--- src/rtl/core/minimum_covering_window_search_unit_defines.svh ---
// Assertion macros shared by the minimum covering window search unit.
`ifndef MINIMUM_COVERING_WINDOW_SEARCH_UNIT_DEFINES_SVH
`define MINIMUM_COVERING_WINDOW_SEARCH_UNIT_DEFINES_SVH

// Same-cycle implication, checked outside reset.
`define MCWS_ASSERT_NOW(label, clk, rst_n, ante, cons, msg) \
    label: assert property (@(posedge clk) disable iff (!rst_n) (ante) |-> (cons)) \
        else $error(msg);

// Next-cycle implication, checked outside reset.
`define MCWS_ASSERT_NEXT(label, clk, rst_n, ante, cons, msg) \
    label: assert property (@(posedge clk) disable iff (!rst_n) (ante) |=> (cons)) \
        else $error(msg);

`endif

--- src/rtl/core/mcws_pkg.sv ---
// Package with types, constants and helpers of the minimum covering window search unit.
`timescale 1ns / 1ps

package mcws_pkg;

    localparam int TEXT_CAPACITY    = 4096;
    localparam int ALPHABET_SIZE    = 256;
    localparam int PATTERN_CAPACITY = 4096;

    localparam int SYM_W        = 8;
    localparam int BAL_W        = 14;
    localparam int TEXT_ADDR_W  = $clog2(TEXT_CAPACITY);
    localparam int TEXT_CNT_W   = $clog2(TEXT_CAPACITY + 1);
    localparam int PAT_CNT_W    = $clog2(PATTERN_CAPACITY + 1);
    localparam int ALPHA_ADDR_W = (ALPHABET_SIZE > 1) ? $clog2(ALPHABET_SIZE) : 1;

    localparam logic [1:0] ACT_PATTERN = 2'd0;
    localparam logic [1:0] ACT_TEXT    = 2'd1;
    localparam logic [1:0] ACT_FINISH  = 2'd2;

    typedef struct packed {
        logic [1:0]       action;
        logic [SYM_W-1:0] symbol;
    } mcws_cmd_t;

    typedef struct packed {
        logic        found;
        logic [11:0] window_begin;
        logic [12:0] window_length;
        logic        text_overflow;
    } mcws_rpt_t;

    typedef enum logic [2:0] {
        ST_IDLE,
        ST_PAT_UPD,
        ST_TXT_UPD,
        ST_SHRINK_CHK,
        ST_SHRINK_TXT,
        ST_SHRINK_BAL
    } mcws_state_t;

    typedef enum logic {
        ALU_INC,
        ALU_DEC
    } mcws_alu_op_t;

    typedef struct packed {
        logic                    clear;
        logic                    rd_en;
        logic [ALPHA_ADDR_W-1:0] rd_addr;
        logic                    wr_en;
        logic [ALPHA_ADDR_W-1:0] wr_addr;
        logic [BAL_W-1:0]        wr_data;
    } mcws_bal_ctl_t;

    typedef struct packed {
        logic                   wr_en;
        logic [TEXT_ADDR_W-1:0] wr_addr;
        logic [SYM_W-1:0]       wr_data;
        logic                   rd_en;
        logic [TEXT_ADDR_W-1:0] rd_addr;
    } mcws_txt_ctl_t;

    typedef struct packed {
        logic [BAL_W-1:0] result;
        logic             was_pos;
        logic             now_pos;
    } mcws_alu_res_t;

    function automatic logic sym_in_alphabet(input logic [SYM_W-1:0] s);
        return {1'b0, s} < (SYM_W + 1)'(ALPHABET_SIZE);
    endfunction

endpackage

--- src/rtl/core/mcws_balance_mem.sv ---
// Symbol balance table: single-port memory with per-entry valid bits for instant clearing.
`timescale 1ns / 1ps

module mcws_balance_mem (
    input  logic                       clk,
    input  logic                       rst_n,
    input  mcws_pkg::mcws_bal_ctl_t    ctl,
    output logic [mcws_pkg::BAL_W-1:0] rd_data
);
    import mcws_pkg::*;

    logic [BAL_W-1:0]         mem [ALPHABET_SIZE];
    logic [ALPHABET_SIZE-1:0] valid_reg;
    logic [BAL_W-1:0]         data_reg;
    logic                     hit_reg;

    always_ff @(posedge clk)
    begin
        if (ctl.wr_en)
        begin
            mem[ctl.wr_addr] <= ctl.wr_data;
        end
        if (ctl.rd_en)
        begin
            data_reg <= mem[ctl.rd_addr];
        end
    end

    always_ff @(posedge clk or negedge rst_n)
    begin
        if (!rst_n)
        begin
            valid_reg <= '0;
            hit_reg   <= 1'b0;
        end
        else
        begin
            if (ctl.clear)
            begin
                valid_reg <= '0;
            end
            else if (ctl.wr_en)
            begin
                valid_reg[ctl.wr_addr] <= 1'b1;
            end
            if (ctl.rd_en)
            begin
                hit_reg <= valid_reg[ctl.rd_addr];
            end
        end
    end

    // An entry never written since the last clear reads as zero.
    assign rd_data = hit_reg ? data_reg : '0;

endmodule

--- config.mk ---
export PLATFORM = sky130hd
export DESIGN_NAME = mcws_balance_mem
export DESIGN_NICKNAME = d
export VERILOG_FILES = /design/src/rtl/core/minimum_covering_window_search_unit_defines.svh /design/src/rtl/core/mcws_pkg.sv /design/src/rtl/core/mcws_balance_mem.sv
export SDC_FILE = /design/constraint.sdc
export NUM_CORES = 2
export LEC_CHECK = 0
export BUFFER_PORTS_ARGS = -buffer_cell sky130_fd_sc_hd__buf_4
export CAP_MARGIN = 25
export CORE_UTILIZATION = 30
export DETAILED_ROUTE_END_ITERATION = 6
export MAX_ROUTING_LAYER = met4
export PLACE_DENSITY = 0.49
export SKIP_LAST_GASP = 1
export SLEW_MARGIN = 30
export SYNTH_ARGS = -nofsm -noshare
export SYNTH_HDL_FRONTEND = slang
export SYNTH_SLANG_ARGS = --single-unit
export TNS_END_PERCENT = 20
--- constraint.sdc ---
create_clock -name clk -period 2.8 [get_ports clk]
set_input_delay 0.56 -clock clk [delete_from_list [all_inputs] [get_ports clk]]
set_output_delay 0.56 -clock clk [all_outputs]
set_load 0.01 [all_outputs]
==> impl.org <==
** Status
- The flow ran to the end, but the final reports show violations.
- Violated checks :: negative setup slack

** Synthesis
- Synth Net Count :: 6845
- Most used flip-flop cell after synthesis :: sky130_fd_sc_hd__edfxtp_1
- Summed over all instances, the cell type with the most area after synthesis is sky130_fd_sc_hd__edfxtp_1.
- In the synthesized netlist the async set-or-reset flop fraction comes to 6.67%.
- After synthesis, the netlist uses 44 different library cells.
- Averaged over all synthesized cells, the footprint is 21.6 um^2.
- The most common cell in the synthesized netlist is sky130_fd_sc_hd__edfxtp_1.
- Number of register bits inferred by synthesis :: 3855
- In this run the cell area of the synthesized design comes to 147000 um^2.
- In the post-synthesis netlist, the biggest area contributors are sky130_fd_sc_hd__edfxtp_1, sky130_fd_sc_hd__mux4_2, sky130_fd_sc_hd__dfrtp_1.
- Share of Yosys cell area claimed by the top area cell type :: 73.5%
- Sequential element share of the synthesized area :: 77.9%
- Post-synth EDFFs :: 3598
- Synthesis handed over a netlist of 6810 instances.
- Counting instances in the post-synthesis netlist gives the leading cell types as sky130_fd_sc_hd__edfxtp_1, sky130_fd_sc_hd__mux4_2, sky130_fd_sc_hd__nor2_1, sky130_fd_sc_hd__clkbuf_1, sky130_fd_sc_hd__dfrtp_1.
- The Yosys step of the flow raised 0 warnings.

** Floorplan
- Core Footprint :: 487000 um^2
- Row count :: 256
- In this run the vertical extent of the chip is 702 um.
- The die is 702 um wide.
- Number of top-level pins :: 49
- Initial cell density of the core :: 30.2%
- The die covers 493000 um^2.

** Timing
- After layout, the worst setup slack is -0.0962 ns.
- Headroom to the max-slew limit came out at 31.4%.
- Max Fclk :: 0.345 GHz
- Ratio of final minimum period to clock period :: 103%
- In the final timing run, aggregate negative setup slack is -0.324 ns.
- For the pin with the worst max-slew slack, the measured transition is 1.03 ns.
- Hold violation count in the final report :: 0
- Clock skew after layout :: 0.0544 ns
- Max-slew violation count :: 0
- Setup repair after global routing could not meet its margin everywhere.
- The worst path in the final design needs a cycle of 2.90 ns, including I/O delays and setup.
- # setup viols final :: 7

** Clock tree
- Post-CTS setup buffers :: 0
- TritonCTS built the clock tree.
- Clock sink count :: 3855
- Root Buffer :: sky130_fd_sc_hd__clkbuf_16
- The clock reaches the later pin of the worst-skew pair after 0.98 ns.
- Inserted Clock Buffers :: 394
- Maximum clock path buffer count :: 4
- After clock tree synthesis, the clock-pin slew on the worst setup and hold paths is 0.06 ns.
- The H-tree was split into 5 levels.

** Routing
- After detailed routing, the number of vias per cell comes to 5.13.
- Dividing the detail-routed wire length by the instance count gives 29.4 um.
- The final route contains 75000 vias.
- Number of antenna-violating nets in the routed design :: 0
- In this run, the number of DRC markers left after iteration 0 of detailed routing was 8464.
- For this run, the detailed router's first-pass iteration total came to 6.
- After detailed routing, the total wire length is 430000 um.
- For this run, design rule violations remaining after detail routing come to 0.

** Global route
- Initial antenna violation count :: 37
- Vias in the first global route :: 77000
- Entering global routing, the biggest net connects 101 pins.
- The first global-routing pass estimated 605000 um of wire.
- Global route overflow :: 0
- Overall routing resource usage :: 17.7%

** Power
- Power share of the combinational group :: 5.8%
- The analysis attributes to cell leakage a power of 57.1 nW.
- Clk pwr share :: 42.2%
- VDD sags by at most 0.000523 V.
- Cell internal power was estimated by the tool at 0.0947 W.
- In this run switching power makes up 22.2% of total power.
- Power dissipated by switching net loads :: 0.0270 W
- PwrDens :: 686 nW/um^2
- The share of total power dissipated in sequential elements is 51.9%.

** Worst setup path
- Arrival time at the worst endpoint :: 3.58 ns
- Worst path cell trace :: buf_16 -> buf_4 -> buf_4 -> buf_12 -> mux4_2 -> a22o_1 -> a221oi_1 -> buf_4 -> o22ai_1 -> o21ai_1 -> nand4_1
- Kind of capture point of the worst setup path :: register
- Cell repeated most along the worst path :: sky130_fd_sc_hd__buf_4
- Crit path required time :: 3.48 ns
- The setup path with the least slack is of type in -> reg.
- Buffering stage count on the worst path with inverters included :: 5
- CP Max Fanout :: 17
- Worst path max stage delay :: 0.51 ns
- STA classifies the critical path startpoint as a primary input.
- The largest individual stage delay along the critical path comes from the cell sky130_fd_sc_hd__mux4_2.
- Top delay family on crit path :: buffers and inverters

** Cells and area
- Excluding fillers, the count of instances in the completed layout stands at 14600.
- Fraction of final layout cells with drive strength greater than 1 :: 31.9%
- The register with the most flip-flops in the layout has 3584 of them.
- At the end of the flow, the number of nets in the layout was 7867.
- Compared with the post-synthesis result, the final layout area differs by 20.6%.

** Hold path
- Class of the most critical hold timing path :: in -> reg

** Placement
- Number of I/O port buffers :: 48
- HPWL Detailed :: 273000 um
- In this run, placement finished with an instance count of 13900.
- GP Congestion :: 0.879

** Job
- Max-cap check violation count :: 0
==> timing repair <==
| action | CTS | global route |
|---|---|---|
| hold endpoints to repair | 409 | 0 |
| pin swaps | 1 | 1 |
| gates resized for setup | 12 | 11 |
| hold buffers | 9 | 0 |
| endpoints found under the setup margin | 25 | 27 |
==> power groups by stage <==
stage                     clock (W)  combinational [W]  sequential [W]
final                        0.0514            0.00707          0.0632
after global routing         0.0546            0.00741          0.0632
after detailed placement          0            0.00712          0.0644
after CTS                    0.0525            0.00716          0.0632
after global placement            0            0.00703          0.0644
after floorplan                   0            0.00294          0.0644
==> worst register-to-register path: cells and delay by family, from the launching register on <==
family / cells / cell delay [ns]
buf+inv: 2 / 0.42
compound gates: 4 / 1.22
mux: 1 / 0.49
simple gates: 1 / 0.09
flops: 1 / 0.37
==> cell usage in the layout, fill, tap and decap left out, drive strengths merged, types with 3 or more instances in the layout <==
master and instances:
a2111oi 3, a211oi 4, a21oi 3, a221oi 224, a22o 225, a22oi 4
and2 16, buf 1040, bufinv 23, clkbuf 524, clkinv 154, clkinvlp 9
dfrtp 257, diode 15, dlygate4sd3 9, edfxtp 3598, inv 19, mux2 3
mux2i 33, mux4 947, nand2 34, nand2b 4, nand3 29, nand4 24
nor2 719, nor2b 13, nor3 7, nor4 3, o21ai 59, o21ba 30
o221ai 10, o22ai 117
==> final timing paths <==
kind / from / end / slack (ns) / cells past startpoint
min reg2reg: valid_reg[10]$_DFFE_PN0P_ / valid_reg[10]$_DFFE_PN0P_ / 0.49 / 2
max in group asynchronous: rst_n / valid_reg[142]$_DFFE_PN0P_ / 1.79 / 3
max reg2reg: mem[146][1]$_DFFE_PP_ / data_reg[1]$_DFFE_PP_ / -0.08 / 8
min in group asynchronous: rst_n / valid_reg[80]$_DFFE_PN0P_ / 0.20 / 2
max: ctl[23] / data_reg[4]$_DFFE_PP_ / -0.1 / 11
min: ctl[12] / mem[138][12]$_DFFE_PP_ / 0.08 / 1
==> metal layers <==
| metal | vias to the layer above | wire length (um) | track usage (%) |
|---|---|---|---|
| li1 | 30700 | - | - |
| met1 | 41100 | 184000 | 24.0 |
| met2 | 2589 | 206000 | 27.9 |
| met3 | 568 | 29000 | 2.97 |
| met4 | 0 | 11200 | 4.26 |
| met5 | - | 0 | - |
==> stage by stage <==
stage	util [%]	setup slack [ns]	power, W	hold slack [ns]	instance area [um^2]
final	36.4	-0.0962	0.122	0.0795	177000
after global routing	36.4	-0.141	0.125	0.0569	177000
after CTS	36.4	-0.138	0.123	0.0142	177000
after detailed placement	33.8	-1.39	0.0715	0.483	164000
after global placement	33.8	-1.80	0.0714	0.473	164000
after floorplan	-	-0.000641	0.0673	0.264	147000
==> logic make-up after synthesis <==
kind of cell | count (synthesis) | share of synthesized area [%]
mux | 983 | 14.8
simple gates | 858 | 2.35
flops | 3855 | 77.9
buf+inv | 428 | 1.23
compound gates | 686 | 3.75
==> final cells by class <==
cell class	count	area, um^2
diodes	15	37.5
clock buffers	524	10600
clock inverters	200	1940
fillers	44700	310000
inverters	5	18.8
multi-input cells	2527	30800
flip-flops and latches	3855	114000
well taps	6450	8070
repair buffers	1049	11300
(Power assumes the default switching activity.)
