File: config.mk
export PLATFORM = sky130hd
export DESIGN_NAME = mcws_alu
export DESIGN_NICKNAME = d
export VERILOG_FILES = /design/src/rtl/core/minimum_covering_window_search_unit_defines.svh /design/src/rtl/core/mcws_pkg.sv /design/src/rtl/core/mcws_alu.sv
export SDC_FILE = /design/constraint.sdc
export NUM_CORES = 1
export LEC_CHECK = 0
export BUFFER_PORTS_ARGS = -buffer_cell sky130_fd_sc_hd__buf_2
export CAP_MARGIN = 30
export CELL_PAD_IN_SITES_DETAIL_PLACEMENT = 0
export CELL_PAD_IN_SITES_GLOBAL_PLACEMENT = 1
export CORE_MARGIN = 5
export CORE_UTILIZATION = 33
export DETAILED_ROUTE_END_ITERATION = 8
export PLACE_DENSITY = 0.9
export RECOVER_POWER = 25
export SYNTH_ARGS = -nofsm -noshare
export SYNTH_HDL_FRONTEND = slang
export SYNTH_SLANG_ARGS = --single-unit
File: constraint.sdc
create_clock -name vclk -period 2.9
set_input_delay 0.58 -clock vclk [all_inputs]
set_output_delay 0.58 -clock vclk [all_outputs]
set_load 0.01 [all_outputs]
File: src/rtl/core/minimum_covering_window_search_unit_defines.svh
// Assertion macros shared by the minimum covering window search unit.
`ifndef MINIMUM_COVERING_WINDOW_SEARCH_UNIT_DEFINES_SVH
`define MINIMUM_COVERING_WINDOW_SEARCH_UNIT_DEFINES_SVH

// Same-cycle implication, checked outside reset.
`define MCWS_ASSERT_NOW(label, clk, rst_n, ante, cons, msg) \
    label: assert property (@(posedge clk) disable iff (!rst_n) (ante) |-> (cons)) \
        else $error(msg);

// Next-cycle implication, checked outside reset.
`define MCWS_ASSERT_NEXT(label, clk, rst_n, ante, cons, msg) \
    label: assert property (@(posedge clk) disable iff (!rst_n) (ante) |=> (cons)) \
        else $error(msg);

`endif

File: src/rtl/core/mcws_pkg.sv
// Package with types, constants and helpers of the minimum covering window search unit.
`timescale 1ns / 1ps

package mcws_pkg;

    localparam int TEXT_CAPACITY    = 4096;
    localparam int ALPHABET_SIZE    = 256;
    localparam int PATTERN_CAPACITY = 4096;

    localparam int SYM_W        = 8;
    localparam int BAL_W        = 14;
    localparam int TEXT_ADDR_W  = $clog2(TEXT_CAPACITY);
    localparam int TEXT_CNT_W   = $clog2(TEXT_CAPACITY + 1);
    localparam int PAT_CNT_W    = $clog2(PATTERN_CAPACITY + 1);
    localparam int ALPHA_ADDR_W = (ALPHABET_SIZE > 1) ? $clog2(ALPHABET_SIZE) : 1;

    localparam logic [1:0] ACT_PATTERN = 2'd0;
    localparam logic [1:0] ACT_TEXT    = 2'd1;
    localparam logic [1:0] ACT_FINISH  = 2'd2;

    typedef struct packed {
        logic [1:0]       action;
        logic [SYM_W-1:0] symbol;
    } mcws_cmd_t;

    typedef struct packed {
        logic        found;
        logic [11:0] window_begin;
        logic [12:0] window_length;
        logic        text_overflow;
    } mcws_rpt_t;

    typedef enum logic [2:0] {
        ST_IDLE,
        ST_PAT_UPD,
        ST_TXT_UPD,
        ST_SHRINK_CHK,
        ST_SHRINK_TXT,
        ST_SHRINK_BAL
    } mcws_state_t;

    typedef enum logic {
        ALU_INC,
        ALU_DEC
    } mcws_alu_op_t;

    typedef struct packed {
        logic                    clear;
        logic                    rd_en;
        logic [ALPHA_ADDR_W-1:0] rd_addr;
        logic                    wr_en;
        logic [ALPHA_ADDR_W-1:0] wr_addr;
        logic [BAL_W-1:0]        wr_data;
    } mcws_bal_ctl_t;

    typedef struct packed {
        logic                   wr_en;
        logic [TEXT_ADDR_W-1:0] wr_addr;
        logic [SYM_W-1:0]       wr_data;
        logic                   rd_en;
        logic [TEXT_ADDR_W-1:0] rd_addr;
    } mcws_txt_ctl_t;

    typedef struct packed {
        logic [BAL_W-1:0] result;
        logic             was_pos;
        logic             now_pos;
    } mcws_alu_res_t;

    function automatic logic sym_in_alphabet(input logic [SYM_W-1:0] s);
        return {1'b0, s} < (SYM_W + 1)'(ALPHABET_SIZE);
    endfunction

endpackage

File: src/rtl/core/mcws_alu.sv
// Shared balance unit: increments or decrements one signed symbol balance.
`timescale 1ns / 1ps

module mcws_alu (
    input  logic [mcws_pkg::BAL_W-1:0] operand,
    input  mcws_pkg::mcws_alu_op_t     op,
    output mcws_pkg::mcws_alu_res_t    res
);
    import mcws_pkg::*;

    logic [BAL_W-1:0] sum;

    always_comb
    begin
        if (op == ALU_INC)
        begin
            sum = operand + BAL_W'(1);
        end
        else
        begin
            sum = operand - BAL_W'(1);
        end
        res.result  = sum;
        // Positive means sign bit clear and not zero.
        res.was_pos = !operand[BAL_W-1] && (operand != '0);
        res.now_pos = !sum[BAL_W-1] && (sum != '0);
    end

endmodule

==> key figures, run 1 <==
Placed design
  • Placed Cells: 211
  • Cell area after placement: 0.00131 sq mm
  • Gp weighted congestion: 0.889
  • HPWL after DPL: 2460 microns
  • I/O Buffers: 31

Timing
  • Setup violations, final: 5
  • Final period util: 116%
  • Hold Slack: 1.44 ns
  • FMAX: 297 MHz
  • Slew @ Worst Pin: 0.417 ns
  • Unrepaired setup endpoints after global routing: true
  • Slew Limit Fails: 0
  • Final hold vios: 0
  • Final worst setup slack: -0.466 ns
  • Worst slew margin: 71.9%
  • Min Tclk post-route: 3.37 ns

Worst setup path
  • Worst path top cell family by delay: buffers and inverters
  • Worst path buffer plus inverter count: 4
  • Cell mode on critical path: buf_4
  • WP data required: 2.32 ns
  • Crit Path Category: primary input to primary output
  • Slowest-stage cell, CP: or3b_4
  • CP Capture Type: primary output
  • Max incr delay on CP: 0.40 ns
  • Maximum fanout along the worst path: 5
  • Worst endpoint data arrival time: 2.79 ns
  • Cell-by-cell trace of the critical path: buf_12 > ha_4 > nand3_1 > o21ai_2 > a21oi_2 > buf_4 > buf_4 > o21ai_1 > or3b_4 > mux2_1 > a31oi_1 > buf_2
  • CP Launch Type: primary input

Yosys
  • Synth Warn #: 0
  • Net Count, Synth: 142
  • Synth area leaders: ha_1, xor2_1, a21oi_1
  • Largest family of logic cells by synthesized area: compound AO/OA/AOI/OAI gates
  • Synth Instances: 113
  • Sequential share of the synthesized area: 0%
  • Post-Synth Simple-Gate Area: 26.2%
  • Synth area leader: ha_1
  • Yosys cell types: 43
  • Syn_area_per_cell: 7.10 sq um
  • Post-synthesis mux area share: 2.81%
  • Top-area cell type share of the netlist area: 20.3%
  • Post-synthesis adder-cell area fraction: 22.8%
  • Compound-cell area share of the yosys netlist: 31.5%
  • XOR/XNOR share of the synthesized area: 10.9%
  • Post-Synthesis Cell Area: 802 sq um

Power
  • Power, Total: 482 uW
  • Combinational share of power: 100.0%
  • VDD IR-drop max: 0.187 mV
  • Part of the power in the clock network: 0%
  • Leak Pwr: 0.776 nW
  • Pwr Density: 281 mW/mm^2
  • Flop pwr share: 0%
  • Sw Share: 47.0%
  • Internal Dissipation: 255 uW
  • Psw: 227 uW

Global route
  • Gr usage total: 19.2%
  • Total congestion overflow: 0
  • Initial antenna violation count: 0
  • Pin count of the biggest net entering global routing: 8
  • First-pass GRT wire length: 5370 microns
  • Vias in the first global route: 1299

Run status
  • Violated checks: negative setup slack
  • Status: complete, but fails checks

Hold path
  • Hold endpoint: res[1]
  • Worst hold stages: 3
  • Hold path start: operand[13]
  • Hold Path Class: primary input to primary output

Layout
  • Storage element area: 0 sq um
  • # clk buffers: 0
  • Post-Route Utilization: 75.5%
  • Layout filler cell count: 155
  • Final #Nets: 224
  • Layout area overhead: 114%
  • Sequential cell count: 0
  • Multi-input logic area: 0.00103 sq mm
  • Final instance area: 0.00172 sq mm
  • Most common cell after layout, fill and taps aside: buf_4
  • Share of layout cells above drive strength 1: 62.2%
  • Fin cells: 221
  • Commonest non-fill, non-tap cells in the layout: buf_4, buf_2, nand2_1
  • Antenna diode count: 0

Die
  • Die width: 59.3 microns
  • Chip Height: 59.3 microns
  • Initial Utilization: 35.2%
  • Total I/O pin count: 31
  • FP Rows: 17
  • Core Area: 0.00228 sq mm
  • Die ar.: 0.00352 sq mm

Clock network
  • Hold_buf cts: 0

Detailed routing
  • Detailed-route wire length per cell: 16.9 microns
  • # DRC: 0
  • Initial drt markers: 30
  • Router iterations before antenna repair: 4
  • DR vias: 1220
  • Final WL: 3730 microns
  • Routed vias/inst: 5.52
  • DRT antenna net count: 0

Run
  • Max-cap violations: 0
## logic make-up after synthesis
kind of cell             after synthesis
AND/OR/NAND/NOR                       40
AO/OA/AOI/OAI                         38
adder cells (fa/ha/maj)               14
XOR/XNOR                              10
buffers and inverters                  9
multiplexers                           2
## power by group through the flow
| stage | Combinational (mW) | Sequential, mW | Clock [mW] |
|---|---|---|---|
| floorplan | 0.183 | 0 | 0 |
| global placement | 0.347 | 0 | 0 |
| detailed placement | 0.355 | 0 | 0 |
| CTS | 0.418 | 0 | 0 |
| global route | 0.518 | 0 | 0 |
| finish | 0.482 | 0 | 0 |
## per-layer routing
layer / routed length (microns) / up-vias / global-route usage, %
met3: 145 / 19 / 1.31
met2: 1960 / 43 / 39.8
li1: - / 583 / -
met5: 0 / - / 0
met1: 1440 / 575 / 20.0
met4: 191 / 0 / 4.85
## cell usage after synthesis (all sizes together) (4+ instances only)
master	instances
a21oi	13
nor3	4
xor2	7
nand2	11
nand3	6
nor2	6
inv	5
o21bai	4
o21ai	7
ha	13
## area by class of cell
class,instances,share of cell area [%]
well taps,28,2.04
repair buffers,84,36.9
multi-input cells,104,60.0
inverters,5,1.09
## worst max-delay path by stage
stage                     depth (start not counted)  slack [ns]  startpoint  endpoint
after floorplan                                   8       -0.16  operand[1]    res[0]
after global placement                           10       -0.51          op    res[0]
after detailed placement                         10       -0.63          op    res[0]
after CTS                                         8       -0.49  operand[0]    res[0]
after global routing                             12       -0.53          op    res[0]
final                                            12       -0.47          op    res[0]
## timing repair
item / CTS / global route
cloned: 1 / 0
setup buffers: 6 / 6
endpoints found under the setup margin: 6 / 7
pin swaps: 13 / 20
gates resized for setup: 29 / 31
## metrics by stage
step | setup WS [ns] | setup TNS [ns]
finish | -0.466 | -1.05
CTS | -0.492 | -0.907
global route | -0.531 | -1.50
global placement | -0.512 | -1.11
floorplan | -0.158 | -0.158
detailed placement | -0.627 | -1.53
No activity file was read; power rests on OpenSTA's default activity.
==> inputs of run 2 (changes only) <==
==> constraint.sdc (replaced) <==
create_clock -name vclk -period 2.9
set_input_delay 0.435 -clock vclk [all_inputs]
set_output_delay 0.435 -clock vclk [all_outputs]
set_load 0.01 [all_outputs]
==> key figures, run 2 (same netlist as run 1, synthesis figures left out) <==
Global route
  • Vias in the first global route: 1098
  • Total congestion overflow: 0
  • Pin count of the biggest net entering global routing: 11
  • Initial antenna violation count: 0
  • Gr usage total: 16.3%
  • First-pass GRT wire length: 4700 microns

Clock network
  • Setup Buffers After CTS: 0
  • Hold_buf cts: 0

Placed design
  • Cell area after placement: 0.00118 sq mm
  • Gp weighted congestion: 0.903
  • Placed Cells: 197
  • HPWL after DPL: 2350 microns
  • I/O Buffers: 31

Detailed routing
  • DRT antenna net count: 0
  • Initial drt markers: 18
  • Routed vias/inst: 5.34
  • # DRC: 0
  • Final WL: 2830 microns
  • Detailed-route wire length per cell: 14.4 microns
  • DR vias: 1052
  • Router iterations before antenna repair: 4

Power
  • Pwr Density: 268 mW/mm^2
  • VDD IR-drop max: 0.163 mV
  • Leak Pwr: 0.615 nW

Die
  • FP Rows: 17
  • Core Area: 0.00228 sq mm
  • Chip Height: 59.3 microns
  • Total I/O pin count: 31
  • Initial Utilization: 35.2%
  • Die width: 59.3 microns
  • Die ar.: 0.00352 sq mm

Layout
  • Antenna diode count: 0
  • Most common cell after layout, fill and taps aside: buf_4
  • Final #Nets: 200
  • Final instance area: 0.00131 sq mm
  • Layout area overhead: 63.7%
  • # clk buffers: 0
  • Commonest non-fill, non-tap cells in the layout: buf_4, buf_2, nand2_1
  • Fin cells: 197
  • Layout filler cell count: 217
  • Multi-input logic area: 873 sq um
  • Sequential cell count: 0
  • Storage element area: 0 sq um
  • Share of layout cells above drive strength 1: 46.7%

Worst setup path
  • Worst endpoint data arrival time: 2.57 ns
  • Maximum fanout along the worst path: 10
  • WP data required: 2.47 ns
  • CP Capture Type: primary output
  • Crit Path Category: primary input to primary output
  • CP Launch Type: primary input

Hold path
  • Hold Path Class: primary input to primary output

Run status
  • Status: complete, but fails checks
  • Violated checks: negative setup slack

Timing
  • Setup violations, final: 1
  • Final period util: 104%
  • Final hold vios: 0
  • Unrepaired setup endpoints after global routing: true
  • Slew Limit Fails: 0
  • Slew @ Worst Pin: 0.385 ns
  • Final worst setup slack: -0.104 ns
  • Min Tclk post-route: 3.00 ns
  • FMAX: 333 MHz
  • Worst slew margin: 74.2%
  • Hold Slack: 1.15 ns

Run
  • Max-cap violations: 0
==> run 2: changes by cell type in the layout (fill, tap and decap cells not counted), sizes merged <==
cell / previous run / this run
clkbuf: 2 / 3
buf: 82 / 57
==> run 2: what timing repair did <==
item / 4_1_cts / 5_1_grt
pin swaps: 2 / 3
endpoints found under the setup margin: 1 / 1
gates resized for setup: 13 / 10
==> run 2: metrics by stage <==
step / worst slack [ns] / util (%) / total power, mW / TNS [ns]
after floorplan: 0.0769 / - / 0.177 / 0
after global placement: -0.221 / 52.0 / 0.310 / -0.221
after detailed placement: -0.251 / 52.0 / 0.318 / -0.251
after CTS: -0.109 / 55.5 / 0.336 / -0.109
after global routing: -0.175 / 57.7 / 0.387 / -0.175
final: -0.104 / 57.7 / 0.352 / -0.104
==> run 2: final cells by class <==
| cell class | instances | share of cell area [%] |
|---|---|---|
| Inverter | 5 | 1.43 |
| Tap cell | 28 | 2.67 |
| Timing Repair Buffer | 60 | 29.4 |
| Multi-Input combinational cell | 104 | 66.5 |
==> run 2: critical path: stages <==
cell      delay, ns
buf_8          0.13
ha_4           0.23
a21oi_4        0.17
o21bai_2       0.08
xnor2_1        0.15
or4_4          0.55
or4_4          0.43
nor4_2         0.15
a31oi_1        0.10
buf_2          0.14
==> run 2: path summary, 6_finish.rpt <==
check,from,end,cells past startpoint
min,operand[13],res[1],3
max,op,res[0],10
==> run 2: power breakdown <==
group | internal [mW] | total, mW | switching, mW
Combinational | 0.171 | 0.352 | 0.181
Clock | 0 | 0 | 0
Sequential | 0 | 0 | 0
Total | 0.171 | 0.352 | 0.181
==> run 2: routing by layer <==
| metal | up-vias | routed length (microns) | GRT usage [%] |
|---|---|---|---|
| met4 | 0 | 30 | 3.24 |
| met5 | - | 0 | 0 |
| met3 | 4 | 142 | 1.53 |
| met2 | 25 | 1520 | 31.0 |
| li1 | 539 | - | - |
| met1 | 484 | 1140 | 19.4 |
